[config.mk]
export PLATFORM = sky130hd
export DESIGN_NAME = wifi_frame_header_filter_flat
export DESIGN_NICKNAME = d
export VERILOG_FILES = /design/src/hdl/wfhf_pkg.sv /design/src/hdl/wfhf_if.sv /design/src/hdl/wfhf_cfg_regs.sv /design/src/hdl/wfhf_parser.sv /design/src/hdl/wfhf_out_reg.sv /design/src/hdl/wifi_frame_header_filter.sv /design/src/flat_wrapper.sv
export SDC_FILE = /design/constraint.sdc
export NUM_CORES = 1
export LEC_CHECK = 0
export ABC_AREA = 0
export BUFFER_PORTS_ARGS = -buffer_cell sky130_fd_sc_hd__buf_2
export CORE_ASPECT_RATIO = 1.25
export CORE_UTILIZATION = 44
export CTS_BUF_LIST = sky130_fd_sc_hd__clkbuf_8
export CTS_CLUSTER_DIAMETER = 80
export DETAILED_ROUTE_END_ITERATION = 10
export GPL_TIMING_DRIVEN = 0
export PLACE_DENSITY = 0.68
export SLEW_MARGIN = 20
export SYNTH_ARGS = -nofsm -noshare
export SYNTH_HDL_FRONTEND = slang
export SYNTH_SLANG_ARGS = --single-unit
[constraint.sdc]
create_clock -name clk_i -period 13.8 [get_ports clk_i]
set_input_delay 1.38 -clock clk_i [delete_from_list [all_inputs] [get_ports clk_i]]
set_output_delay 1.38 -clock clk_i [all_outputs]
set_load 0.005 [all_outputs]
[src/hdl/wfhf_pkg.sv]
// Package for the 802.11 frame header filter: register codes, result record,
// and the type/subtype filter function. No dependencies.
package wfhf_pkg;

  localparam int unsigned ADDR_BYTES = 6;
  localparam logic [15:0] LEN_MAX    = 16'hFFFF;
  localparam logic [15:0] LEN_MIN    = 16'd2;
  localparam logic [15:0] LEN_MAC    = 16'd16;
  localparam logic [15:0] LEN_BSSID  = 16'd22;
  localparam logic [4:0]  OFF_ADDR1  = 5'd4;
  localparam logic [4:0]  OFF_ADDR2  = 5'd10;
  localparam logic [4:0]  OFF_ADDR3  = 5'd16;

  localparam logic [1:0] TYPE_MGMT = 2'd0;
  localparam logic [1:0] TYPE_CTRL = 2'd1;
  localparam logic [1:0] TYPE_DATA = 2'd2;

  localparam logic [3:0] SUB_ASSOC_REQ = 4'd0;
  localparam logic [3:0] SUB_ASSOC_RSP = 4'd1;
  localparam logic [3:0] SUB_PROBE_REQ = 4'd4;
  localparam logic [3:0] SUB_PROBE_RSP = 4'd5;
  localparam logic [3:0] SUB_BEACON    = 4'd8;
  localparam logic [3:0] SUB_DISASSOC  = 4'd10;
  localparam logic [3:0] SUB_AUTH      = 4'd11;
  localparam logic [3:0] SUB_DEAUTH    = 4'd12;

  typedef enum logic [3:0] {
    FILT_ALL       = 4'd0,
    FILT_MGMT      = 4'd1,
    FILT_CTRL      = 4'd2,
    FILT_DATA      = 4'd3,
    FILT_BEACON    = 4'd4,
    FILT_PROBE_REQ = 4'd5,
    FILT_PROBE_RSP = 4'd6,
    FILT_AUTH      = 4'd7,
    FILT_DEAUTH    = 4'd8,
    FILT_ASSOC     = 4'd9,
    FILT_DISASSOC  = 4'd10,
    FILT_QOS       = 4'd11
  } filt_e;

  typedef enum logic [1:0] {
    MAC_OFF   = 2'd0,
    MAC_ADDR2 = 2'd1,
    MAC_ADDR1 = 2'd2,
    MAC_ADDR3 = 2'd3
  } mac_mode_e;

  typedef enum logic [1:0] {
    REG_FRAME_FILTER   = 2'd0,
    REG_MAC_MODE       = 2'd1,
    REG_MAC_MATCH_ADDR = 2'd2
  } reg_idx_e;

  typedef struct packed {
    filt_e       frame_filter;
    mac_mode_e   mac_mode;
    logic [47:0] mac_match_addr;
  } cfg_t;

  typedef struct packed {
    logic        accepted;
    logic [15:0] frame_length;
    logic [1:0]  frame_type;
    logic [3:0]  frame_subtype;
    logic [31:0] accepted_bytes_total;
  } result_t;

  function automatic logic type_passes(filt_e filt, logic [1:0] ftype, logic [3:0] fsub);
    logic mg;
    mg = (ftype == TYPE_MGMT);
    unique case (filt)
      FILT_ALL:       return 1'b1;
      FILT_MGMT:      return mg;
      FILT_CTRL:      return ftype == TYPE_CTRL;
      FILT_DATA:      return ftype == TYPE_DATA;
      FILT_BEACON:    return mg && fsub == SUB_BEACON;
      FILT_PROBE_REQ: return mg && fsub == SUB_PROBE_REQ;
      FILT_PROBE_RSP: return mg && fsub == SUB_PROBE_RSP;
      FILT_AUTH:      return mg && fsub == SUB_AUTH;
      FILT_DEAUTH:    return mg && fsub == SUB_DEAUTH;
      FILT_ASSOC:     return mg && (fsub == SUB_ASSOC_REQ || fsub == SUB_ASSOC_RSP);
      FILT_DISASSOC:  return mg && fsub == SUB_DISASSOC;
      FILT_QOS:       return ftype == TYPE_DATA && fsub[3];
      default:        return 1'b1;
    endcase
  endfunction

endpackage

[src/hdl/wfhf_if.sv]
// Channel interfaces for the frame header filter: byte input, result output
// and register write. No dependencies.
interface wfhf_byte_if;
  logic       valid;
  logic       ready;
  logic [7:0] frame_byte;
  logic       last_byte;
  modport source (output valid, frame_byte, last_byte, input ready);
  modport sink   (input valid, frame_byte, last_byte, output ready);
endinterface

interface wfhf_result_if;
  logic        valid;
  logic        ready;
  logic        accepted;
  logic [15:0] frame_length;
  logic [1:0]  frame_type;
  logic [3:0]  frame_subtype;
  logic [31:0] accepted_bytes_total;
  modport source (output valid, accepted, frame_length, frame_type, frame_subtype,
                  accepted_bytes_total, input ready);
  modport sink   (input valid, accepted, frame_length, frame_type, frame_subtype,
                  accepted_bytes_total, output ready);
endinterface

interface wfhf_cfg_if;
  logic        valid;
  logic        ready;
  logic [1:0]  index;
  logic [47:0] data;
  modport source (output valid, index, data, input ready);
  modport sink   (input valid, index, data, output ready);
endinterface

[src/hdl/wfhf_cfg_regs.sv]
// Configuration registers of the frame header filter, written through the
// register write channel. Depends on wfhf_pkg and wfhf_if.
module wfhf_cfg_regs (
  input  logic          clk_i,
  input  logic          rst_ni,
  wfhf_cfg_if.sink      cfg_i,
  output wfhf_pkg::cfg_t cfg_o
);

  wfhf_pkg::cfg_t cfg_q, cfg_d;

  assign cfg_i.ready = 1'b1;

  always_comb begin
    cfg_d = cfg_q;
    if (cfg_i.valid) begin
      unique case (wfhf_pkg::reg_idx_e'(cfg_i.index))
        wfhf_pkg::REG_FRAME_FILTER:
          cfg_d.frame_filter = wfhf_pkg::filt_e'(cfg_i.data[3:0]);
        wfhf_pkg::REG_MAC_MODE:
          cfg_d.mac_mode = wfhf_pkg::mac_mode_e'(cfg_i.data[1:0]);
        wfhf_pkg::REG_MAC_MATCH_ADDR:
          cfg_d.mac_match_addr = cfg_i.data;
        default: ;  // unknown register: drop the write
      endcase
    end
  end

  always_ff @(posedge clk_i or negedge rst_ni) begin
    if (!rst_ni) begin
      cfg_q <= '{frame_filter: wfhf_pkg::FILT_ALL, mac_mode: wfhf_pkg::MAC_OFF,
                 mac_match_addr: 48'd0};
    end else begin
      cfg_q <= cfg_d;
    end
  end

  assign cfg_o = cfg_q;

endmodule

[src/hdl/wfhf_parser.sv]
// Input register and per-frame state of the frame header filter; decides
// pass or reject on the last byte. Depends on wfhf_pkg and wfhf_if.
module wfhf_parser (
  input  logic               clk_i,
  input  logic               rst_ni,
  wfhf_byte_if.sink          in_i,
  input  wfhf_pkg::cfg_t     cfg_i,
  input  logic               res_free_i,
  output logic               res_valid_o,
  output wfhf_pkg::result_t  res_o
);

  // input register
  logic        s1_valid_q, s1_valid_d;
  logic [7:0]  s1_byte_q;
  logic        s1_last_q;

  // frame state
  logic [15:0] cnt_q, cnt_d;
  logic [7:0]  ctrl_q, ctrl_d;
  logic        eq_q, eq_d;
  logic [31:0] total_q, total_d;

  logic        advance;
  logic [7:0]  ctrl_cur;
  logic [4:0]  off;
  logic [15:0] rel;
  logic        in_addr;
  logic [7:0]  want;
  logic        eq_cur;
  logic [15:0] cnt_inc;
  logic [1:0]  ftype;
  logic [3:0]  fsub;
  logic        mac_apply;
  logic        ok;

  // a non-last byte always moves on; the last one needs the result slot free
  assign advance  = s1_valid_q && (!s1_last_q || res_free_i);
  assign in_i.ready = !s1_valid_q || advance;

  always_comb begin
    unique case (cfg_i.mac_mode)
      wfhf_pkg::MAC_OFF:   off = 5'd0;
      wfhf_pkg::MAC_ADDR2: off = wfhf_pkg::OFF_ADDR2;
      wfhf_pkg::MAC_ADDR1: off = wfhf_pkg::OFF_ADDR1;
      wfhf_pkg::MAC_ADDR3: off = wfhf_pkg::OFF_ADDR3;
      default:             off = 5'd0;
    endcase
  end

  assign rel     = cnt_q - {11'd0, off};
  assign in_addr = (off != 5'd0) && (cnt_q >= {11'd0, off})
                   && (rel < 16'(wfhf_pkg::ADDR_BYTES));

  // first transmitted address byte sits in the top bits
  always_comb begin
    unique case (rel[2:0])
      3'd0:    want = cfg_i.mac_match_addr[47:40];
      3'd1:    want = cfg_i.mac_match_addr[39:32];
      3'd2:    want = cfg_i.mac_match_addr[31:24];
      3'd3:    want = cfg_i.mac_match_addr[23:16];
      3'd4:    want = cfg_i.mac_match_addr[15:8];
      default: want = cfg_i.mac_match_addr[7:0];
    endcase
  end

  assign ctrl_cur = (cnt_q == 16'd0) ? s1_byte_q : ctrl_q;
  assign eq_cur   = eq_q && !(in_addr && (want != s1_byte_q));
  assign cnt_inc  = (cnt_q != wfhf_pkg::LEN_MAX) ? cnt_q + 16'd1 : cnt_q;
  assign ftype    = ctrl_cur[3:2];
  assign fsub     = ctrl_cur[7:4];

  assign mac_apply = (cfg_i.mac_mode != wfhf_pkg::MAC_OFF) && (cnt_inc >= wfhf_pkg::LEN_MAC)
                     && (cfg_i.mac_mode != wfhf_pkg::MAC_ADDR3
                         || cnt_inc >= wfhf_pkg::LEN_BSSID);

  always_comb begin
    priority if (cnt_inc < wfhf_pkg::LEN_MIN) begin
      ok = 1'b0;
    end else if (!wfhf_pkg::type_passes(cfg_i.frame_filter, ftype, fsub)) begin
      ok = 1'b0;
    end else if (mac_apply) begin
      ok = eq_cur;
    end else begin
      ok = 1'b1;
    end
  end

  always_comb begin
    s1_valid_d = s1_valid_q;
    cnt_d      = cnt_q;
    ctrl_d     = ctrl_q;
    eq_d       = eq_q;
    total_d    = total_q;
    if (in_i.ready) begin
      s1_valid_d = in_i.valid;
    end
    if (advance) begin
      if (s1_last_q) begin
        cnt_d   = 16'd0;
        ctrl_d  = 8'd0;
        eq_d    = 1'b1;
        total_d = ok ? total_q + {16'd0, cnt_inc} : total_q;
      end else begin
        cnt_d  = cnt_inc;
        ctrl_d = ctrl_cur;
        eq_d   = eq_cur;
      end
    end
  end

  always_ff @(posedge clk_i or negedge rst_ni) begin
    if (!rst_ni) begin
      s1_valid_q <= 1'b0;
      cnt_q      <= 16'd0;
      ctrl_q     <= 8'd0;
      eq_q       <= 1'b1;
      total_q    <= 32'd0;
    end else begin
      s1_valid_q <= s1_valid_d;
      cnt_q      <= cnt_d;
      ctrl_q     <= ctrl_d;
      eq_q       <= eq_d;
      total_q    <= total_d;
    end
  end

  always_ff @(posedge clk_i) begin
    if (in_i.ready && in_i.valid) begin
      s1_byte_q <= in_i.frame_byte;
      s1_last_q <= in_i.last_byte;
    end
  end

  assign res_valid_o = advance && s1_last_q;
  assign res_o = '{accepted: ok, frame_length: cnt_inc, frame_type: ftype,
                   frame_subtype: fsub, accepted_bytes_total: total_d};

endmodule

[src/hdl/wfhf_out_reg.sv]
// Result register of the frame header filter: holds one result until the
// receiver takes it. Depends on wfhf_pkg and wfhf_if.
module wfhf_out_reg (
  input  logic              clk_i,
  input  logic              rst_ni,
  input  logic              res_valid_i,
  input  wfhf_pkg::result_t res_i,
  output logic              res_free_o,
  wfhf_result_if.source     out_o
);

  logic              valid_q, valid_d;
  wfhf_pkg::result_t res_q;

  assign res_free_o = !valid_q || out_o.ready;

  always_comb begin
    valid_d = valid_q;
    if (res_free_o) begin
      valid_d = res_valid_i;
    end
  end

  always_ff @(posedge clk_i or negedge rst_ni) begin
    if (!rst_ni) begin
      valid_q <= 1'b0;
    end else begin
      valid_q <= valid_d;
    end
  end

  always_ff @(posedge clk_i) begin
    if (res_free_o && res_valid_i) begin
      res_q <= res_i;
    end
  end

  assign out_o.valid                = valid_q;
  assign out_o.accepted             = res_q.accepted;
  assign out_o.frame_length         = res_q.frame_length;
  assign out_o.frame_type           = res_q.frame_type;
  assign out_o.frame_subtype        = res_q.frame_subtype;
  assign out_o.accepted_bytes_total = res_q.accepted_bytes_total;

endmodule

[src/hdl/wifi_frame_header_filter.sv]
// 802.11 frame type/subtype and address filter, top level.
// Channels: in_i takes one frame byte per request with a last-byte mark,
// starting at frame control; out_o gives one result per frame (pass flag,
// length, type, subtype, running total of accepted bytes); cfg_i writes
// register 0 frame filter, 1 address mode, 2 match address.
// Throughput: one byte per cycle, frames back to back, while no held result stalls.
// Path: a last byte is captured in the input register, then the decision
// logic loads its result into the result register, which drives out_o.
// Reset clears the registers, the frame state and the total, and empties
// both stages. When out_o stalls, bytes that are not last keep flowing; a
// last byte waits in the input register and in_i drops ready until the
// held result is taken.
// Depends on wfhf_pkg, wfhf_if, wfhf_cfg_regs, wfhf_parser, wfhf_out_reg.
module wifi_frame_header_filter (
  input  logic          clk_i,
  input  logic          rst_ni,
  wfhf_byte_if.sink     in_i,
  wfhf_result_if.source out_o,
  wfhf_cfg_if.sink      cfg_i
);

  wfhf_pkg::cfg_t    cfg;
  wfhf_pkg::result_t res;
  logic              res_valid;
  logic              res_free;

  wfhf_cfg_regs u_cfg_regs (
    .clk_i  (clk_i),
    .rst_ni (rst_ni),
    .cfg_i  (cfg_i),
    .cfg_o  (cfg)
  );

  wfhf_parser u_parser (
    .clk_i       (clk_i),
    .rst_ni      (rst_ni),
    .in_i        (in_i),
    .cfg_i       (cfg),
    .res_free_i  (res_free),
    .res_valid_o (res_valid),
    .res_o       (res)
  );

  wfhf_out_reg u_out_reg (
    .clk_i       (clk_i),
    .rst_ni      (rst_ni),
    .res_valid_i (res_valid),
    .res_i       (res),
    .res_free_o  (res_free),
    .out_o       (out_o)
  );

  // input only backs up behind a stalled result
  a_stall_cause: assert property (@(posedge clk_i) disable iff (!rst_ni)
    !in_i.ready |-> (out_o.valid && !out_o.ready))
    else $error("input stalled without a held result");

  a_pass_len: assert property (@(posedge clk_i) disable iff (!rst_ni)
    (out_o.valid && out_o.accepted) |-> (out_o.frame_length >= wfhf_pkg::LEN_MIN))
    else $error("frame shorter than two bytes passed");

  a_res_slot: assert property (@(posedge clk_i) disable iff (!rst_ni)
    res_valid |-> res_free)
    else $error("result produced while result register busy");

endmodule
[src/flat_wrapper.sv]
// flat-port wrapper written by rule: the top's interface ports become plain ports
module wifi_frame_header_filter_flat 
  (clk_i, rst_ni, in_i_valid, in_i_frame_byte, in_i_last_byte, in_i_ready, out_o_valid, out_o_accepted, out_o_frame_length, out_o_frame_type, out_o_frame_subtype, out_o_accepted_bytes_total, out_o_ready, cfg_i_valid, cfg_i_index, cfg_i_data, cfg_i_ready);
  wfhf_byte_if in_i_i ();
  wfhf_result_if out_o_i ();
  wfhf_cfg_if cfg_i_i ();
  input  logic clk_i;
  input  logic rst_ni;
  input wire logic [$bits(in_i_i.valid)-1:0] in_i_valid;
  input wire logic [$bits(in_i_i.frame_byte)-1:0] in_i_frame_byte;
  input wire logic [$bits(in_i_i.last_byte)-1:0] in_i_last_byte;
  output wire logic [$bits(in_i_i.ready)-1:0] in_i_ready;
  output wire logic [$bits(out_o_i.valid)-1:0] out_o_valid;
  output wire logic [$bits(out_o_i.accepted)-1:0] out_o_accepted;
  output wire logic [$bits(out_o_i.frame_length)-1:0] out_o_frame_length;
  output wire logic [$bits(out_o_i.frame_type)-1:0] out_o_frame_type;
  output wire logic [$bits(out_o_i.frame_subtype)-1:0] out_o_frame_subtype;
  output wire logic [$bits(out_o_i.accepted_bytes_total)-1:0] out_o_accepted_bytes_total;
  input wire logic [$bits(out_o_i.ready)-1:0] out_o_ready;
  input wire logic [$bits(cfg_i_i.valid)-1:0] cfg_i_valid;
  input wire logic [$bits(cfg_i_i.index)-1:0] cfg_i_index;
  input wire logic [$bits(cfg_i_i.data)-1:0] cfg_i_data;
  output wire logic [$bits(cfg_i_i.ready)-1:0] cfg_i_ready;
  assign in_i_i.valid = in_i_valid;
  assign in_i_i.frame_byte = in_i_frame_byte;
  assign in_i_i.last_byte = in_i_last_byte;
  assign in_i_ready = in_i_i.ready;
  assign out_o_valid = out_o_i.valid;
  assign out_o_accepted = out_o_i.accepted;
  assign out_o_frame_length = out_o_i.frame_length;
  assign out_o_frame_type = out_o_i.frame_type;
  assign out_o_frame_subtype = out_o_i.frame_subtype;
  assign out_o_accepted_bytes_total = out_o_i.accepted_bytes_total;
  assign out_o_i.ready = out_o_ready;
  assign cfg_i_i.valid = cfg_i_valid;
  assign cfg_i_i.index = cfg_i_index;
  assign cfg_i_i.data = cfg_i_data;
  assign cfg_i_ready = cfg_i_i.ready;
  wifi_frame_header_filter u_core (.clk_i(clk_i), .rst_ni(rst_ni), .in_i(in_i_i), .out_o(out_o_i), .cfg_i(cfg_i_i));
endmodule
==> metrics.json, run 1 <==
{
  "status": {"value": "finished clean"},
  "wire_length_of_the_first_global_routing_pass": {"value": 32000, "unit": "µm"},
  "fin_worst_skew": {"value": 0.0208, "unit": "ns"},
  "chip_width": {"value": 131, "unit": "µm"},
  "grt-ovfl-total": {"value": 0},
  "cts-htree-levels": {"value": 4},
  "min_path_type": {"value": "flip-flop to flip-flop"},
  "port_buffers": {"value": 120},
  "worst-path-max-fanout": {"value": 10},
  "power.share.clock": {"value": 26.1, "unit": "%"},
  "area_overhead_of_the_layout_relative_to_synthesis": {"value": 15.4, "unit": "%"},
  "antenna_violating_nets_post_route": {"value": 0},
  "ir_drop": {"value": 0.0712, "unit": "mV"},
  "muxShareOfSynthArea": {"value": 12.8, "unit": "%"},
  "antenna_found_initial": {"value": 0},
  "synthFlopType": {"value": "sky130_fd_sc_hd__dfrtp_1"},
  "netlist.top_cell.by_area": {"value": "sky130_fd_sc_hd__dfrtp_1"},
  "synth.avg_cell_area": {"value": 11.9, "unit": "µm²"},
  "power-per-cell-area": {"value": 133, "unit": "nW/µm²"},
  "unrepaired_setup_endpoints_after_global_routing": {"value": "no"},
  "postSynth.asyncResetShare": {"value": 63.4, "unit": "%"},
  "synthXorXnorAreaFrac": {"value": 4.69, "unit": "%"},
  "finalHoldWorstSlack": {"value": 0.485, "unit": "ns"},
  "hold_viol": {"value": 0},
  "power.internal": {"value": 964, "unit": "µW"},
  "synthDistinctLibCells": {"value": 80},
  "power.share.sequential": {"value": 46.4, "unit": "%"},
  "power.combinational.fraction": {"value": 27.5, "unit": "%"},
  "share_of_the_yosys_chip_area_belonging_to_registers": {"value": 51.7, "unit": "%"},
  "detailedRoute.firstPassIterationCount": {"value": 5},
  "nets": {"value": 989},
  "tightestPinTransition": {"value": 0.891, "unit": "ns"},
  "max_freq": {"value": 179, "unit": "MHz"},
  "post_drt_via_cell_ratio": {"value": 5.40},
  "clk_transition_reported_paths": {"value": 0.10, "unit": "ns"},
  "clockRootBuffer": {"value": "sky130_fd_sc_hd__clkbuf_8"},
  "static-leakage-power": {"value": 0.00464, "unit": "µW"},
  "layout_worst_path_cycle_share": {"value": 40.4, "unit": "%"},
  "setup-tns-final": {"value": 0, "unit": "ns"},
  "dpl.hpwl": {"value": 14400, "unit": "µm"},
  "number_of_enable_type_register_cells_in_the_synthesized_netlist": {"value": 64},
  "critical_path.max_stage_delay": {"value": 0.64, "unit": "ns"},
  "cts_resized": {"value": 0},
  "p_switching": {"value": 432, "unit": "µW"},
  "drt-wirelength-per-cell": {"value": 16.8, "unit": "µm"},
  "final_max_slew_viol_count": {"value": 0},
  "critical-path-slowest-cell": {"value": "sky130_fd_sc_hd__or4_4"},
  "floorplan.core_area": {"value": 20200, "unit": "µm²"},
  "cap_viol_max_count": {"value": 0},
  "synth.top_cells.by_area": {"value": "sky130_fd_sc_hd__dfrtp_1 30%, sky130_fd_sc_hd__edfxtp_1 21%, sky130_fd_sc_hd__mux2_2 7.6%"},
  "chipHeight": {"value": 163, "unit": "µm"},
  "fill_cells": {"value": 1821},
  "clock_insertion_delay_worst_skew": {"value": 0.48, "unit": "ns"},
  "layout_min_cycle_time": {"value": 5.58, "unit": "ns"},
  "syn-instance-count": {"value": 761},
  "synth-simple-area-share": {"value": 13.5, "unit": "%"},
  "syn_area": {"value": 9090, "unit": "µm²"},
  "startpoint_type": {"value": "flip-flop"},
  "netSwitchingFraction": {"value": 31.0, "unit": "%"},
  "groute.usage.overall": {"value": 19.7, "unit": "%"},
  "max_slew_margin": {"value": 40.1, "unit": "%"},
  "num_vias": {"value": 6403},
  "cts_tree": {"value": "yes"},
  "globalplace.congestion": {"value": 0.877},
  "io_pins": {"value": 122},
  "route.detailed.drc": {"value": 0},
  "synth_fa_ha_area_share": {"value": 3.33, "unit": "%"},
  "worstSetupEndpointType": {"value": "flip-flop"},
  "critPathKind": {"value": "flip-flop to flip-flop"},
  "synth_top_family_by_area": {"value": "simple AND/OR/NAND/NOR gates"},
  "antenna_cells": {"value": 0},
  "cts.sinks": {"value": 175},
  "postCtsSetupBuffers": {"value": 0},
  "initial_core_util": {"value": 45.1, "unit": "%"},
  "share_of_the_synthesized_area_in_compound_gates_ao_oa_aoi_oai": {"value": 10.4, "unit": "%"},
  "row_count": {"value": 58},
  "multi_input_area": {"value": 4070, "unit": "µm²"},
  "drt_initial_violations": {"value": 460},
  "hold_buffers": {"value": 0},
  "maximum_number_of_pins_on_one_net_before_global_route_repair": {"value": 61},
  "critical_path_arrival": {"value": 5.81, "unit": "ns"},
  "finalWirelength": {"value": 19900, "unit": "µm"},
  "drive_above_1_share": {"value": 30.1, "unit": "%"},
  "synth_top_cell_area_share": {"value": 30.3, "unit": "%"},
  "report.final.setup_viol": {"value": 0},
  "synth.ff_latch_count": {"value": 175},
  "regArea": {"value": 4700, "unit": "µm²"},
  "max-clock-path-buffers": {"value": 2},
  "critPathRequiredTime": {"value": 14.03, "unit": "ns"},
  "synth_fp_nets": {"value": 848},
  "vias_in_the_first_global_route": {"value": 6276},
  "ys_warn_count": {"value": 0},
  "die_area": {"value": 21200, "unit": "µm²"},
  "timing.critical_path.cells": {"value": "ha_1 > nand3_2 > nor4_4 > nand2_1 > xnor2_1 > ha_1 > fa_1 > a211o_1 > a21oi_1 > o21ai_0 > a21oi_1 > nor2b_1 > o21a_1 > nor4_1 > o41ai_1 > a31oi_1 > or4_4 > xnor2_2"},
  "numCtsBuffers": {"value": 17}
}
stage by stage:
step | area, µm² | instances | util, % | total power [µW] | setup WS [ns]
global placement | 10000 | 1151 | 49.7 | 1030 | 8.34
global route | 10500 | 1185 | 52.0 | 1480 | 7.78
CTS | 10500 | 1185 | 52.0 | 1410 | 8.32
detailed placement | 10100 | 1153 | 50.0 | 1040 | 8.40
finish | 10500 | 1185 | 52.0 | 1400 | 8.22
floorplan | 9090 | 761 | - | 937 | 9.31
layer usage:
metal / wire, µm / up-vias / track usage [%]
li1: - / 3087 / -
met1: 8900 / 3154 / 26.1
met2: 9760 / 138 / 31.5
met3: 890 / 24 / 4.57
met4: 312 / 0 / 6.90
met5: 0 / - / 0
path summary, 6_finish.rpt:
path	depth (start not counted)	slack, ns	to	from
min	1	0.49	u_core.u_parser.total_q[31]	u_core.u_parser.total_q[31]
min reg2reg	1	0.49	u_core.u_parser.total_q[31]	u_core.u_parser.total_q[31]
max	18	8.22	u_core.u_out_reg.out_o.accepted_bytes_total[24]	u_core.u_parser.cnt_q[1]
min in group asynchronous	1	0.85	u_core.u_parser.ctrl_q[6]	rst_ni
max reg2reg	18	8.22	u_core.u_out_reg.out_o.accepted_bytes_total[24]	u_core.u_parser.cnt_q[1]
max in group asynchronous	2	12.28	u_core.u_parser.total_q[0]	rst_ni
worst max-delay path, delay by kind of cell (launching register included):
kind	cells	cell delay, ns
AND/OR/NAND/NOR	6	1.99
AO/OA/AOI/OAI	7	1.74
adder cells (fa/ha/maj)	3	0.73
XOR/XNOR	2	0.50
flip-flops	1	0.36
cell type report:
type,count,area share (%)
clock buffers,18,2.36
repair buffers,122,6.31
multi-input cells,520,38.8
flip-flops and latches,175,44.8
well taps,270,3.22
plain buffers,43,2.28
clock inverters,14,1.43
inverters,23,0.847
registers in the layout (all words and copies together) (netlist names), 2 cells and up:
name                                         cells
u_core.u_parser.cnt_q                           16
u_core.u_out_reg.out_o.frame_subtype             4
u_core.u_parser.s1_byte_q                        8
u_core.u_out_reg.out_o.accepted_bytes_total     32
u_core.u_cfg_regs.cfg_o                         54
u_core.u_parser.total_q                         32
u_core.u_out_reg.out_o.frame_length             16
u_core.u_parser.ctrl_q                           6
u_core.u_out_reg.out_o.frame_type                2
placed cells by master (no fill, tap or decap), types with 7 or more instances in the layout:
| cell | Yosys | final |
|---|---|---|
| sky130_fd_sc_hd__a21oi_1 | 23 | 23 |
| sky130_fd_sc_hd__a22o_1 | 9 | 9 |
| sky130_fd_sc_hd__a31oi_1 | 10 | 10 |
| sky130_fd_sc_hd__and2_1 | 11 | 11 |
| sky130_fd_sc_hd__and3_1 | 16 | 16 |
| sky130_fd_sc_hd__buf_2 | 11 | 130 |
| sky130_fd_sc_hd__buf_6 | 6 | 7 |
| sky130_fd_sc_hd__clkbuf_1 | 18 | 18 |
| sky130_fd_sc_hd__clkbuf_8 | 0 | 18 |
| sky130_fd_sc_hd__dfrtp_1 | 110 | 110 |
| sky130_fd_sc_hd__edfxtp_1 | 64 | 64 |
| sky130_fd_sc_hd__ha_1 | 21 | 21 |
| sky130_fd_sc_hd__inv_1 | 22 | 22 |
| sky130_fd_sc_hd__mux2_2 | 61 | 61 |
| sky130_fd_sc_hd__mux2_4 | 9 | 9 |
| sky130_fd_sc_hd__mux2i_1 | 16 | 16 |
| sky130_fd_sc_hd__mux4_2 | 7 | 7 |
| sky130_fd_sc_hd__nand2_1 | 48 | 48 |
| sky130_fd_sc_hd__nand2b_1 | 11 | 11 |
| sky130_fd_sc_hd__nand3_1 | 18 | 18 |
| sky130_fd_sc_hd__nand3b_1 | 7 | 7 |
| sky130_fd_sc_hd__nand4_1 | 10 | 10 |
| sky130_fd_sc_hd__nor2_1 | 35 | 35 |
| sky130_fd_sc_hd__nor2b_1 | 11 | 11 |
| sky130_fd_sc_hd__nor3_1 | 15 | 15 |
| sky130_fd_sc_hd__o21a_1 | 7 | 7 |
| sky130_fd_sc_hd__o21ai_0 | 29 | 29 |
| sky130_fd_sc_hd__xnor2_1 | 36 | 36 |
| sky130_fd_sc_hd__xor2_1 | 9 | 9 |
logic make-up after synthesis:
family                     Yosys count
AOI/OAI and AO/OA                  135
buffers and inverters               66
and+or+nand+nor                    219
adders and majority gates           23
xor gates and xnor gates            47
muxes                               95
other                                1
DFF                                175
power groups by stage:
stage / Clock [µW] / Sequential (µW) / Combinational, µW
2_1_floorplan: 0 / 649 / 288
3_3_place_gp: 0 / 657 / 377
3_5_place_dp: 0 / 658 / 385
4_1_cts: 376 / 648 / 388
5_1_grt: 396 / 657 / 426
6_report: 364 / 648 / 385
cell usage after synthesis (3+ instances only):
master	count
sky130_fd_sc_hd__nand3_1	18
sky130_fd_sc_hd__xnor2_1	36
sky130_fd_sc_hd__nor2b_1	11
sky130_fd_sc_hd__o31ai_1	5
sky130_fd_sc_hd__nor4_1	6
sky130_fd_sc_hd__o311a_1	3
sky130_fd_sc_hd__ha_1	21
sky130_fd_sc_hd__a211o_1	3
sky130_fd_sc_hd__buf_4	5
sky130_fd_sc_hd__o41ai_1	3
sky130_fd_sc_hd__or2_2	3
sky130_fd_sc_hd__o21a_1	7
sky130_fd_sc_hd__nor3_1	15
sky130_fd_sc_hd__xor2_1	9
sky130_fd_sc_hd__a21oi_1	23
sky130_fd_sc_hd__mux4_2	7
sky130_fd_sc_hd__a31oi_1	10
sky130_fd_sc_hd__a22o_1	9
sky130_fd_sc_hd__o21ai_0	29
sky130_fd_sc_hd__and2_1	11
sky130_fd_sc_hd__nand2_1	48
sky130_fd_sc_hd__buf_6	6
sky130_fd_sc_hd__buf_1	3
sky130_fd_sc_hd__nand3b_1	7
sky130_fd_sc_hd__and3_1	16
sky130_fd_sc_hd__a21o_1	4
sky130_fd_sc_hd__inv_1	22
sky130_fd_sc_hd__a2111oi_0	3
sky130_fd_sc_hd__mux2i_1	16
sky130_fd_sc_hd__edfxtp_1	64
sky130_fd_sc_hd__mux2_2	61
sky130_fd_sc_hd__mux2_4	9
sky130_fd_sc_hd__o22ai_1	6
sky130_fd_sc_hd__nand2b_1	11
sky130_fd_sc_hd__nor2_1	35
sky130_fd_sc_hd__a21boi_0	4
sky130_fd_sc_hd__dfrtp_1	110
sky130_fd_sc_hd__nand4_1	10
sky130_fd_sc_hd__nand4b_1	6
sky130_fd_sc_hd__clkbuf_1	18
sky130_fd_sc_hd__or4_1	3
sky130_fd_sc_hd__buf_2	11
Note: power is estimated with default switching activity, not from simulation.
==> run 2: changes to the inputs <==
--- a/config.mk
+++ b/config.mk
@@ -5,7 +5,7 @@
 export SDC_FILE = /design/constraint.sdc
 export NUM_CORES = 1
 export LEC_CHECK = 0
-export ABC_AREA = 0
+export ABC_AREA = 1
 export BUFFER_PORTS_ARGS = -buffer_cell sky130_fd_sc_hd__buf_2
 export CORE_ASPECT_RATIO = 1.25
 export CORE_UTILIZATION = 44
@@ -13,7 +13,7 @@
 export CTS_CLUSTER_DIAMETER = 80
 export DETAILED_ROUTE_END_ITERATION = 10
 export GPL_TIMING_DRIVEN = 0
-export PLACE_DENSITY = 0.68
+export PLACE_DENSITY = 0.7
 export SLEW_MARGIN = 20
 export SYNTH_ARGS = -nofsm -noshare
 export SYNTH_HDL_FRONTEND = slang
==> constraint.sdc (replaced) <==
create_clock -name clk_i -period 5.1 [get_ports clk_i]
set_input_delay 0.51 -clock clk_i [delete_from_list [all_inputs] [get_ports clk_i]]
set_output_delay 0.51 -clock clk_i [all_outputs]
set_load 0.005 [all_outputs]
==> metrics.json, run 2 <==
{
  "status": {"value": "finished clean"},
  "critical-path-slowest-cell": {"value": "sky130_fd_sc_hd__dfrtp_1"},
  "power.share.clock": {"value": 24.1, "unit": "%", "change": "-2.0 points"},
  "power.combinational.fraction": {"value": 29.1, "unit": "%", "change": "+1.6 points"},
  "critPathRequiredTime": {"value": 5.32, "unit": "ns", "change": "-8.71 ns"},
  "route.detailed.drc": {"value": 0, "change": "unchanged"},
  "chipHeight": {"value": 161, "unit": "µm", "change": "-1.2%"},
  "antenna_violating_nets_post_route": {"value": 0, "change": "unchanged"},
  "static-leakage-power": {"value": 0.00482, "unit": "µW", "change": "+3.9%"},
  "synthFlopType": {"value": "sky130_fd_sc_hd__dfrtp_1"},
  "muxShareOfSynthArea": {"value": 5.59, "unit": "%", "change": "-7.2 points"},
  "synth.avg_cell_area": {"value": 9.49, "unit": "µm²", "change": "-21%"},
  "groute.usage.overall": {"value": 19.7, "unit": "%", "change": "-0.031 points"},
  "antenna_cells": {"value": 0, "change": "unchanged"},
  "worstSetupEndpointType": {"value": "flip-flop"},
  "layout_worst_path_cycle_share": {"value": 91.0, "unit": "%", "change": "+51 points"},
  "die_area": {"value": 20700, "unit": "µm²", "change": "-2.4%"},
  "netlist.top_cell.by_area": {"value": "sky130_fd_sc_hd__dfrtp_1"},
  "cts.sinks": {"value": 175, "change": "unchanged"},
  "yosys.cell_count.top_type": {"value": "sky130_fd_sc_hd__nand2_1"},
  "synth-simple-area-share": {"value": 21.7, "unit": "%", "change": "+8.2 points"},
  "report.final.setup_viol": {"value": 0, "change": "unchanged"},
  "setup-tns-final": {"value": 0, "unit": "ns", "change": "unchanged"},
  "cp_top_family": {"value": "simple AND/OR/NAND/NOR gates"},
  "nets": {"value": 1163, "change": "+18%"},
  "timing.final.ws_setup": {"value": 0.457, "unit": "ns", "change": "-7.77 ns"},
  "max_freq": {"value": 215, "unit": "MHz", "change": "+20%"},
  "synth.ff_latch_count": {"value": 175, "change": "unchanged"},
  "startpoint_type": {"value": "flip-flop"},
  "ys_warn_count": {"value": 0, "change": "unchanged"},
  "share_of_the_yosys_chip_area_belonging_to_registers": {"value": 53.0, "unit": "%", "change": "+1.3 points"},
  "synth.top_cells.by_area": {"value": "sky130_fd_sc_hd__dfrtp_1 31%, sky130_fd_sc_hd__edfxtp_1 22%, sky130_fd_sc_hd__nand2_1 8.8%"},
  "reg2reg_slack": {"value": 0.46, "unit": "ns", "change": "-7.77 ns"},
  "layout_min_cycle_time": {"value": 4.64, "unit": "ns", "change": "-0.933 ns"},
  "detailedRoute.firstPassIterationCount": {"value": 5, "change": "unchanged"},
  "critPathKind": {"value": "flip-flop to flip-flop"},
  "unrepaired_setup_endpoints_after_global_routing": {"value": "no"},
  "postCtsSetupBuffers": {"value": 0, "change": "unchanged"},
  "drive_above_1_share": {"value": 23.4, "unit": "%", "change": "-6.6 points"},
  "synthDistinctLibCells": {"value": 46, "change": "-43%"},
  "most_common_library_cell_in_the_layout_ignoring_fill_and_taps": {"value": "sky130_fd_sc_hd__nand2_1"},
  "globalplace.congestion": {"value": 0.876, "change": "-0.16%"},
  "min_path_type": {"value": "input port to flip-flop"},
  "wirelength_met1": {"value": 8450, "unit": "µm", "change": "-5.1%"},
  "number_of_enable_type_register_cells_in_the_synthesized_netlist": {"value": 64, "change": "unchanged"},
  "timing.critical_path.cells": {"value": "ha_1 > nand3_2 > nor2_4 > nand2_2 > nor2_4 > xor2_1 > ha_1 > fa_1 > nand3_1 > nand2_1 > nand2_1 > nand2_1 > a21oi_1 > o21ai_0 > nand3_1 > a21oi_1 > nor3b_1 > nand4_2 > o21ai_0 > nand2_1"},
  "clk_transition_reported_paths": {"value": 0.10, "unit": "ns", "change": "about the same"},
  "synth_fp_nets": {"value": 1022, "change": "+21%"},
  "synth_fa_ha_area_share": {"value": 3.41, "unit": "%", "change": "+0.084 points"},
  "fin_worst_skew": {"value": 0.0188, "unit": "ns", "change": "-0.00192 ns"},
  "row_count": {"value": 57, "change": "-1.7%"},
  "numCtsBuffers": {"value": 17, "change": "unchanged"},
  "syn-instance-count": {"value": 935, "change": "+23%"},
  "cap_viol_max_count": {"value": 0, "change": "unchanged"},
  "power-per-cell-area": {"value": 378, "unit": "nW/µm²", "change": "+180%"},
  "r2r_start": {"value": "u_core.u_parser.cnt_q[0]"},
  "most_frequent_cell_on_the_critical_path": {"value": "sky130_fd_sc_hd__nand2_1"},
  "syn_area": {"value": 8870, "unit": "µm²", "change": "-2.5%"},
  "area_overhead_of_the_layout_relative_to_synthesis": {"value": 15.3, "unit": "%", "change": "about the same"},
  "post_drt_via_cell_ratio": {"value": 4.98, "change": "-7.8%"},
  "crit_buf_inv": {"value": 0, "change": "unchanged"},
  "cts_resized": {"value": 0, "change": "unchanged"},
  "p_switching": {"value": 1340, "unit": "µW", "change": "+210%"},
  "port_buffers": {"value": 120, "change": "unchanged"},
  "routed.top_layer": {"value": "met4"},
  "cts-htree-levels": {"value": 4, "change": "unchanged"},
  "synthXorXnorAreaFrac": {"value": 3.65, "unit": "%", "change": "-1.0 points"},
  "clockRootBuffer": {"value": "sky130_fd_sc_hd__clkbuf_8"},
  "dpl.hpwl": {"value": 14500, "unit": "µm", "change": "+0.62%"},
  "critical_path.max_stage_delay": {"value": 0.55, "unit": "ns", "change": "-0.09 ns"},
  "netSwitchingFraction": {"value": 34.6, "unit": "%", "change": "+3.7 points"},
  "power.internal": {"value": 2530, "unit": "µW", "change": "+160%"},
  "clock_insertion_delay_worst_skew": {"value": 0.47, "unit": "ns", "change": "about the same"},
  "io_pins": {"value": 122, "change": "unchanged"},
  "tightestPinTransition": {"value": 0.690, "unit": "ns", "change": "-0.201 ns"},
  "met2_length": {"value": 9530, "unit": "µm", "change": "-2.3%"},
  "flip_flop_count_of_the_largest_register_all_copies_and_words_added": {"value": 54, "change": "unchanged"},
  "finalWirelength": {"value": 19000, "unit": "µm", "change": "-4.1%"},
  "holdCritStartpoint": {"value": "in_i_frame_byte[4]"},
  "floorplan.core_area": {"value": 19600, "unit": "µm²", "change": "-2.8%"},
  "maximum_number_of_pins_on_one_net_before_global_route_repair": {"value": 78, "change": "+28%"},
  "num_vias": {"value": 6743, "change": "+5.3%"},
  "drt-wirelength-per-cell": {"value": 14.1, "unit": "µm", "change": "-16%"},
  "drt_initial_violations": {"value": 451, "change": "-2.0%"},
  "share_of_the_synthesized_area_in_compound_gates_ao_oa_aoi_oai": {"value": 6.87, "unit": "%", "change": "-3.5 points"},
  "ys_top_cells_by_count": {"value": "208 x sky130_fd_sc_hd__nand2_1, 110 x sky130_fd_sc_hd__dfrtp_1, 92 x sky130_fd_sc_hd__inv_1"},
  "hold_viol": {"value": 0, "change": "unchanged"},
  "initial_core_util": {"value": 45.2, "unit": "%", "change": "+0.15 points"},
  "critical_path_arrival": {"value": 4.87, "unit": "ns", "change": "-0.94 ns"},
  "vias_in_the_first_global_route": {"value": 6512, "change": "+3.8%"},
  "max-clock-path-buffers": {"value": 2, "change": "unchanged"},
  "power.share.sequential": {"value": 46.8, "unit": "%", "change": "+0.4 points"},
  "synth_top_cell_area_share": {"value": 31.0, "unit": "%", "change": "+0.76 points"},
  "grt-ovfl-total": {"value": 0, "change": "unchanged"},
  "ir_drop": {"value": 0.176, "unit": "mV", "change": "+150%"},
  "postSynth.asyncResetShare": {"value": 63.4, "unit": "%", "change": "unchanged"},
  "detailedPlace.worstSlack": {"value": 0.464, "unit": "ns", "change": "-7.94 ns"},
  "cp-startpoint": {"value": "u_core.u_parser.cnt_q[0]"},
  "post-layout-total-power": {"value": 3860, "unit": "µW", "change": "+180%"},
  "chip_width": {"value": 129, "unit": "µm", "change": "-1.2%"},
  "worst-path-max-fanout": {"value": 7, "change": "-3"},
  "antenna_found_initial": {"value": 0, "change": "unchanged"},
  "cts_tree": {"value": "yes"},
  "wire_length_of_the_first_global_routing_pass": {"value": 31400, "unit": "µm", "change": "-1.8%"},
  "final_max_slew_viol_count": {"value": 0, "change": "unchanged"},
  "max_slew_margin": {"value": 54.0, "unit": "%", "change": "+14 points"},
  "route.met3.wl": {"value": 680, "unit": "µm", "change": "-24%"},
  "synth_top_family_by_area": {"value": "simple AND/OR/NAND/NOR gates"},
  "layout.core_utilization": {"value": 52.2, "unit": "%", "change": "+0.14 points"},
  "layout_common_cells": {"value": "208 x sky130_fd_sc_hd__nand2_1, 120 x sky130_fd_sc_hd__buf_2, 110 x sky130_fd_sc_hd__dfrtp_1"}
}
-- run 2: changes by cell type in the layout (fill, tap and decap cells not counted), sizes merged, moves of 12 or more --
cell   change
mux2i     -16
mux2      -28
and3      -16
nor2b     -12
o21ai     +27
nand2    +170
buf       -18
xnor2     -21
nor2      +50
nand3     +65
inv       +79
-- run 2: through the flow --
step / hold slack, ns / cells / area [µm²]
2_1_floorplan: 0.214 / 935 / 8870
3_3_place_gp: 0.467 / 1320 / 9800
3_5_place_dp: 0.436 / 1321 / 9840
4_1_cts: 0.188 / 1354 / 10200
5_1_grt: 0.187 / 1354 / 10200
6_report: 0.210 / 1354 / 10200
-- run 2: cell type report --
type / count / area (µm²)
multi-input combinational: 637 / 3660
inverter: 105 / 399
fill: 1792 / 9380
timing repair buffer: 122 / 644
clock inverter: 14 / 134
tap: 265 / 332
sequential: 175 / 4700
buffer: 18 / 110
clock buffer: 18 / 248
-- run 2: worst paths after layout --
check                                                                       end  cells past startpoint
worst max-delay path            u_core.u_out_reg.out_o.accepted_bytes_total[30]                     20
worst min register to register                      u_core.u_parser.total_q[31]                      2
worst max register to register  u_core.u_out_reg.out_o.accepted_bytes_total[30]                     20
min in group asynchronous                           u_core.u_parser.total_q[30]                      2
worst min-delay path                               u_core.u_parser.s1_byte_q[4]                      1
max in group asynchronous                           u_core.u_cfg_regs.cfg_o[38]                      3
-- run 2: what timing repair did --
action,in CTS,in global routing
endpoints found under the hold margin,34,0
endpoints found under the setup margin,0,0
hold buffers,1,0
-- run 2: worst register-to-register path, delay by kind of cell (launching register included) --
family                   cells  cell delay (ns)
XOR/XNOR                     1             0.34
AND/OR/NAND/NOR             12             1.78
AO/OA/AOI/OAI                4             0.99
adder cells (fa/ha/maj)      3             0.77
flip-flops                   1             0.55
-- run 2: power groups by stage --
stage | registers, µW | logic (µW) | clock network [µW]
6_report | 1810 | 1130 | 931
2_1_floorplan | 1810 | 827 | 0
3_5_place_dp | 1830 | 1130 | 0
5_1_grt | 1830 | 1270 | 1000
4_1_cts | 1810 | 1130 | 958
3_3_place_gp | 1830 | 1100 | 0
-- run 2: cells by family after synthesis --
kind of cell	count (synthesis)
flops	175
simple gates	428
xor+xnor	37
mux	44
compound gates	104
other cells	1
buf+inv	123
fa+ha+maj	23
-- run 2: metal layers --
metal	vias up	track usage [%]
li1	3399	-
met2	173	33.9
met3	27	3.93
met4	0	6.90
met1	3144	24.3
met5	-	0
==> run 3: changes to the inputs <==
--- a/config.mk
+++ b/config.mk
@@ -6,14 +6,13 @@
 export NUM_CORES = 1
 export LEC_CHECK = 0
 export ABC_AREA = 1
-export BUFFER_PORTS_ARGS = -buffer_cell sky130_fd_sc_hd__buf_2
-export CORE_ASPECT_RATIO = 1.25
 export CORE_UTILIZATION = 44
 export CTS_BUF_LIST = sky130_fd_sc_hd__clkbuf_8
 export CTS_CLUSTER_DIAMETER = 80
 export DETAILED_ROUTE_END_ITERATION = 10
+export DONT_BUFFER_PORTS = 1
 export GPL_TIMING_DRIVEN = 0
-export PLACE_DENSITY = 0.7
+export PLACE_DENSITY = 0.65
 export SLEW_MARGIN = 20
 export SYNTH_ARGS = -nofsm -noshare
 export SYNTH_HDL_FRONTEND = slang
==> constraint.sdc (replaced) <==
create_clock -name clk_i -period 5.1 [get_ports clk_i]
set_input_delay 0.255 -clock clk_i [delete_from_list [all_inputs] [get_ports clk_i]]
set_output_delay 0.255 -clock clk_i [all_outputs]
set_load 0.005 [all_outputs]
==> metrics.json, run 3 (synthesis results as in run 2) <==
{
  "antenna_violating_nets_post_route": {"value": 0, "change": "unchanged"},
  "critical_path.max_stage_delay": {"value": 0.57, "unit": "ns", "change": "+0.02 ns"},
  "post_drt_via_cell_ratio": {"value": 5.12, "change": "+2.9%"},
  "most_common_library_cell_in_the_layout_ignoring_fill_and_taps": {"value": "sky130_fd_sc_hd__nand2_1"},
  "layout_min_cycle_time": {"value": 4.58, "unit": "ns", "change": "-0.0634 ns"},
  "grt-ovfl-total": {"value": 0, "change": "unchanged"},
  "chip_width": {"value": 144, "unit": "µm", "change": "+12%"},
  "max_freq": {"value": 218, "unit": "MHz", "change": "+1.4%"},
  "r2r_start": {"value": "u_core.u_parser.cnt_q[0]"},
  "report.final.setup_viol": {"value": 0, "change": "unchanged"},
  "setup-tns-final": {"value": 0, "unit": "ns", "change": "unchanged"},
  "clock_insertion_delay_worst_skew": {"value": 0.47, "unit": "ns", "change": "about the same"},
  "clockRootBuffer": {"value": "sky130_fd_sc_hd__clkbuf_8"},
  "hold_viol": {"value": 0, "change": "unchanged"},
  "worstSetupEndpointType": {"value": "flip-flop"},
  "layout_worst_path_cycle_share": {"value": 89.8, "unit": "%", "change": "-1.2 points"},
  "cap_viol_max_count": {"value": 0, "change": "unchanged"},
  "layout_common_cells": {"value": "208 x sky130_fd_sc_hd__nand2_1, 110 x sky130_fd_sc_hd__dfrtp_1, 92 x sky130_fd_sc_hd__inv_1"},
  "post_placement_cell_area": {"value": 9200, "unit": "µm²", "change": "-6.4%"},
  "static-leakage-power": {"value": 0.00456, "unit": "µW", "change": "-5.3%"},
  "startpoint_type": {"value": "flip-flop"},
  "vias_in_the_first_global_route": {"value": 6281, "change": "-3.5%"},
  "tightestPinTransition": {"value": 0.722, "unit": "ns", "change": "+0.0327 ns"},
  "r2r_end": {"value": "u_core.u_out_reg.out_o.accepted_bytes_total[30]"},
  "reg2reg_slack": {"value": 0.52, "unit": "ns", "change": "+0.06 ns"},
  "critPathRequiredTime": {"value": 5.33, "unit": "ns", "change": "about the same"},
  "globalplace.congestion": {"value": 0.870, "change": "-0.66%"},
  "power-per-cell-area": {"value": 379, "unit": "nW/µm²", "change": "+0.37%"},
  "regArea": {"value": 4700, "unit": "µm²", "change": "unchanged"},
  "drive_above_1_share": {"value": 13.3, "unit": "%", "change": "-10 points"},
  "port_buffers": {"value": 0, "change": "-100%"},
  "antenna_found_initial": {"value": 0, "change": "unchanged"},
  "worst_r2r_path_depth": {"value": 20, "change": "unchanged"},
  "most_frequent_cell_on_the_critical_path": {"value": "sky130_fd_sc_hd__nand2_1"},
  "flip_flop_count_of_the_largest_register_all_copies_and_words_added": {"value": 54, "change": "unchanged"},
  "die_area": {"value": 20700, "unit": "µm²", "change": "about the same"},
  "area_overhead_of_the_layout_relative_to_synthesis": {"value": 14.9, "unit": "%"},
  "clk_transition_reported_paths": {"value": 0.10, "unit": "ns", "change": "about the same"},
  "cp-startpoint": {"value": "u_core.u_parser.cnt_q[0]"},
  "cts-htree-levels": {"value": 4, "change": "unchanged"},
  "hold_buffers": {"value": 59, "change": "+58"},
  "fill_cells": {"value": 1760, "change": "-1.8%"},
  "finalWirelength": {"value": 19700, "unit": "µm", "change": "+3.5%"},
  "max_slew_margin": {"value": 51.8, "unit": "%", "change": "-2.2 points"},
  "drt-wirelength-per-cell": {"value": 15.3, "unit": "µm", "change": "+8.6%"},
  "initial_core_util": {"value": 45.3, "unit": "%", "change": "+0.052 points"},
  "timing.critical_path.cells": {"value": "ha_1 > nand3_2 > nor2_4 > nand2_2 > nor2_4 > xor2_1 > ha_1 > fa_1 > nand3_1 > nand2_1 > nand2_1 > nand2_1 > a21oi_1 > o21ai_0 > nand3_1 > a21oi_1 > nor3b_1 > nand4_2 > o21ai_0 > nand2_1"},
  "row_count": {"value": 51, "change": "-11%"},
  "cts_tree": {"value": "yes"},
  "final_max_slew_viol_count": {"value": 0, "change": "unchanged"},
  "termination_of_the_worst_setup_path": {"value": "u_core.u_out_reg.out_o.accepted_bytes_total[30]"},
  "drt_initial_violations": {"value": 291, "change": "-35%"},
  "cts_resized": {"value": 0, "change": "unchanged"},
  "floorplan.core_area": {"value": 19600, "unit": "µm²", "change": "-0.12%"},
  "num_vias": {"value": 6613, "change": "-1.9%"},
  "nets": {"value": 1100, "change": "-5.4%"},
  "route.detailed.drc": {"value": 0, "change": "unchanged"},
  "final_area": {"value": 10200, "unit": "µm²", "change": "-0.34%"},
  "detailedRoute.firstPassIterationCount": {"value": 6, "change": "+1"},
  "maximum_number_of_pins_on_one_net_before_global_route_repair": {"value": 112, "change": "+44%"},
  "postCtsSetupBuffers": {"value": 0, "change": "unchanged"},
  "dpl.hpwl": {"value": 14000, "unit": "µm", "change": "-3.3%"},
  "ir_drop": {"value": 0.237, "unit": "mV", "change": "+34%"},
  "critPathKind": {"value": "flip-flop to flip-flop"},
  "min_path_type": {"value": "input port to flip-flop"},
  "multi_input_area": {"value": 3660, "unit": "µm²", "change": "unchanged"},
  "io_pins": {"value": 122, "change": "unchanged"},
  "critical-path-slowest-cell": {"value": "sky130_fd_sc_hd__dfrtp_1"},
  "wire_length_of_the_first_global_routing_pass": {"value": 31400, "unit": "µm", "change": "about the same"},
  "fin_worst_skew": {"value": 0.0124, "unit": "ns", "change": "-0.00645 ns"},
  "unrepaired_setup_endpoints_after_global_routing": {"value": "no"},
  "numCtsBuffers": {"value": 17, "change": "unchanged"},
  "cts.sinks": {"value": 175, "change": "unchanged"},
  "worst-path-max-fanout": {"value": 7, "change": "unchanged"},
  "max-clock-path-buffers": {"value": 2, "change": "unchanged"},
  "critical_path_arrival": {"value": 4.81, "unit": "ns", "change": "-0.06 ns"},
  "finalHoldWorstSlack": {"value": 0.0405, "unit": "ns", "change": "-0.169 ns"},
  "status": {"value": "finished clean"},
  "antenna_cells": {"value": 0, "change": "unchanged"},
  "groute.usage.overall": {"value": 19.8, "unit": "%", "change": "+0.11 points"},
  "chipHeight": {"value": 144, "unit": "µm", "change": "-10%"}
}
-- run 3: changes by cell type in the layout (fill, tap and decap cells not counted) --
cell                            delta
sky130_fd_sc_hd__buf_2           -119
sky130_fd_sc_hd__inv_1             -1
sky130_fd_sc_hd__inv_6             -1
sky130_fd_sc_hd__buf_6             -1
sky130_fd_sc_hd__clkinv_4          -1
sky130_fd_sc_hd__clkinvlp_4        +3
sky130_fd_sc_hd__dlygate4sd3_1    +57
-- run 3: worst min-delay path by stage --
stage / start / endpoint / slack (ns) / depth (start not counted)
floorplan: rst_ni / u_core.u_cfg_regs.cfg_o[0] / -0.04 / 0
global placement: rst_ni / u_core.u_parser.total_q[26] / -0.04 / 0
detailed placement: rst_ni / u_core.u_parser.total_q[26] / -0.04 / 0
CTS: cfg_i_valid / u_core.u_cfg_regs.cfg_o[49] / 0.01 / 2
global route: cfg_i_data[0] / u_core.u_cfg_regs.cfg_o[50] / 0.04 / 2
finish: cfg_i_valid / u_core.u_cfg_regs.cfg_o[49] / 0.04 / 2
-- run 3: final cells by class --
type | count | share of cell area, %
multi-input combinational | 637 | 35.9
inverter | 105 | 3.92
timing repair buffer | 59 | 5.97
sequential | 175 | 46.1
clock buffer | 18 | 2.43
buffer | 18 | 1.08
tap | 265 | 3.25
clock inverter | 14 | 1.33
-- run 3: per-stage QoR --
stage / util [%] / power [µW] / setup slack, ns / cells
final: 52.0 / 3860 / 0.521 / 1291
after global routing: 52.0 / 4090 / 0.124 / 1291
after CTS: 52.0 / 3880 / 0.453 / 1291
after detailed placement: 47.0 / 2890 / 0.491 / 1200
after global placement: 47.0 / 2860 / 0.470 / 1200
after floorplan: - / 2640 / 1.35 / 935
-- run 3: routing by layer --
metal	wire (µm)	vias to the layer above	GRT usage [%]	share of wire, %
met1	8970	3104	25.6	46
met4	443	0	7.61	2.2
met5	0	-	0	0
li1	-	3281	-	-
met3	952	27	4.30	4.8
met2	9350	201	32.3	47
-- run 3: power breakdown --
group	total, µW	internal, µW	switching (µW)
Sequential	1820	1690	134
Clock	937	407	530
Combinational	1100	418	686
-- run 3: critical path, delay by kind of cell (launching register included) --
kind                       cells  cell delay, ns
and+or+nand+nor               12            1.73
xor gates and xnor gates       1            0.36
AOI/OAI and AO/OA              4            0.90
DFF                            1            0.57
adders and majority gates      3            0.78
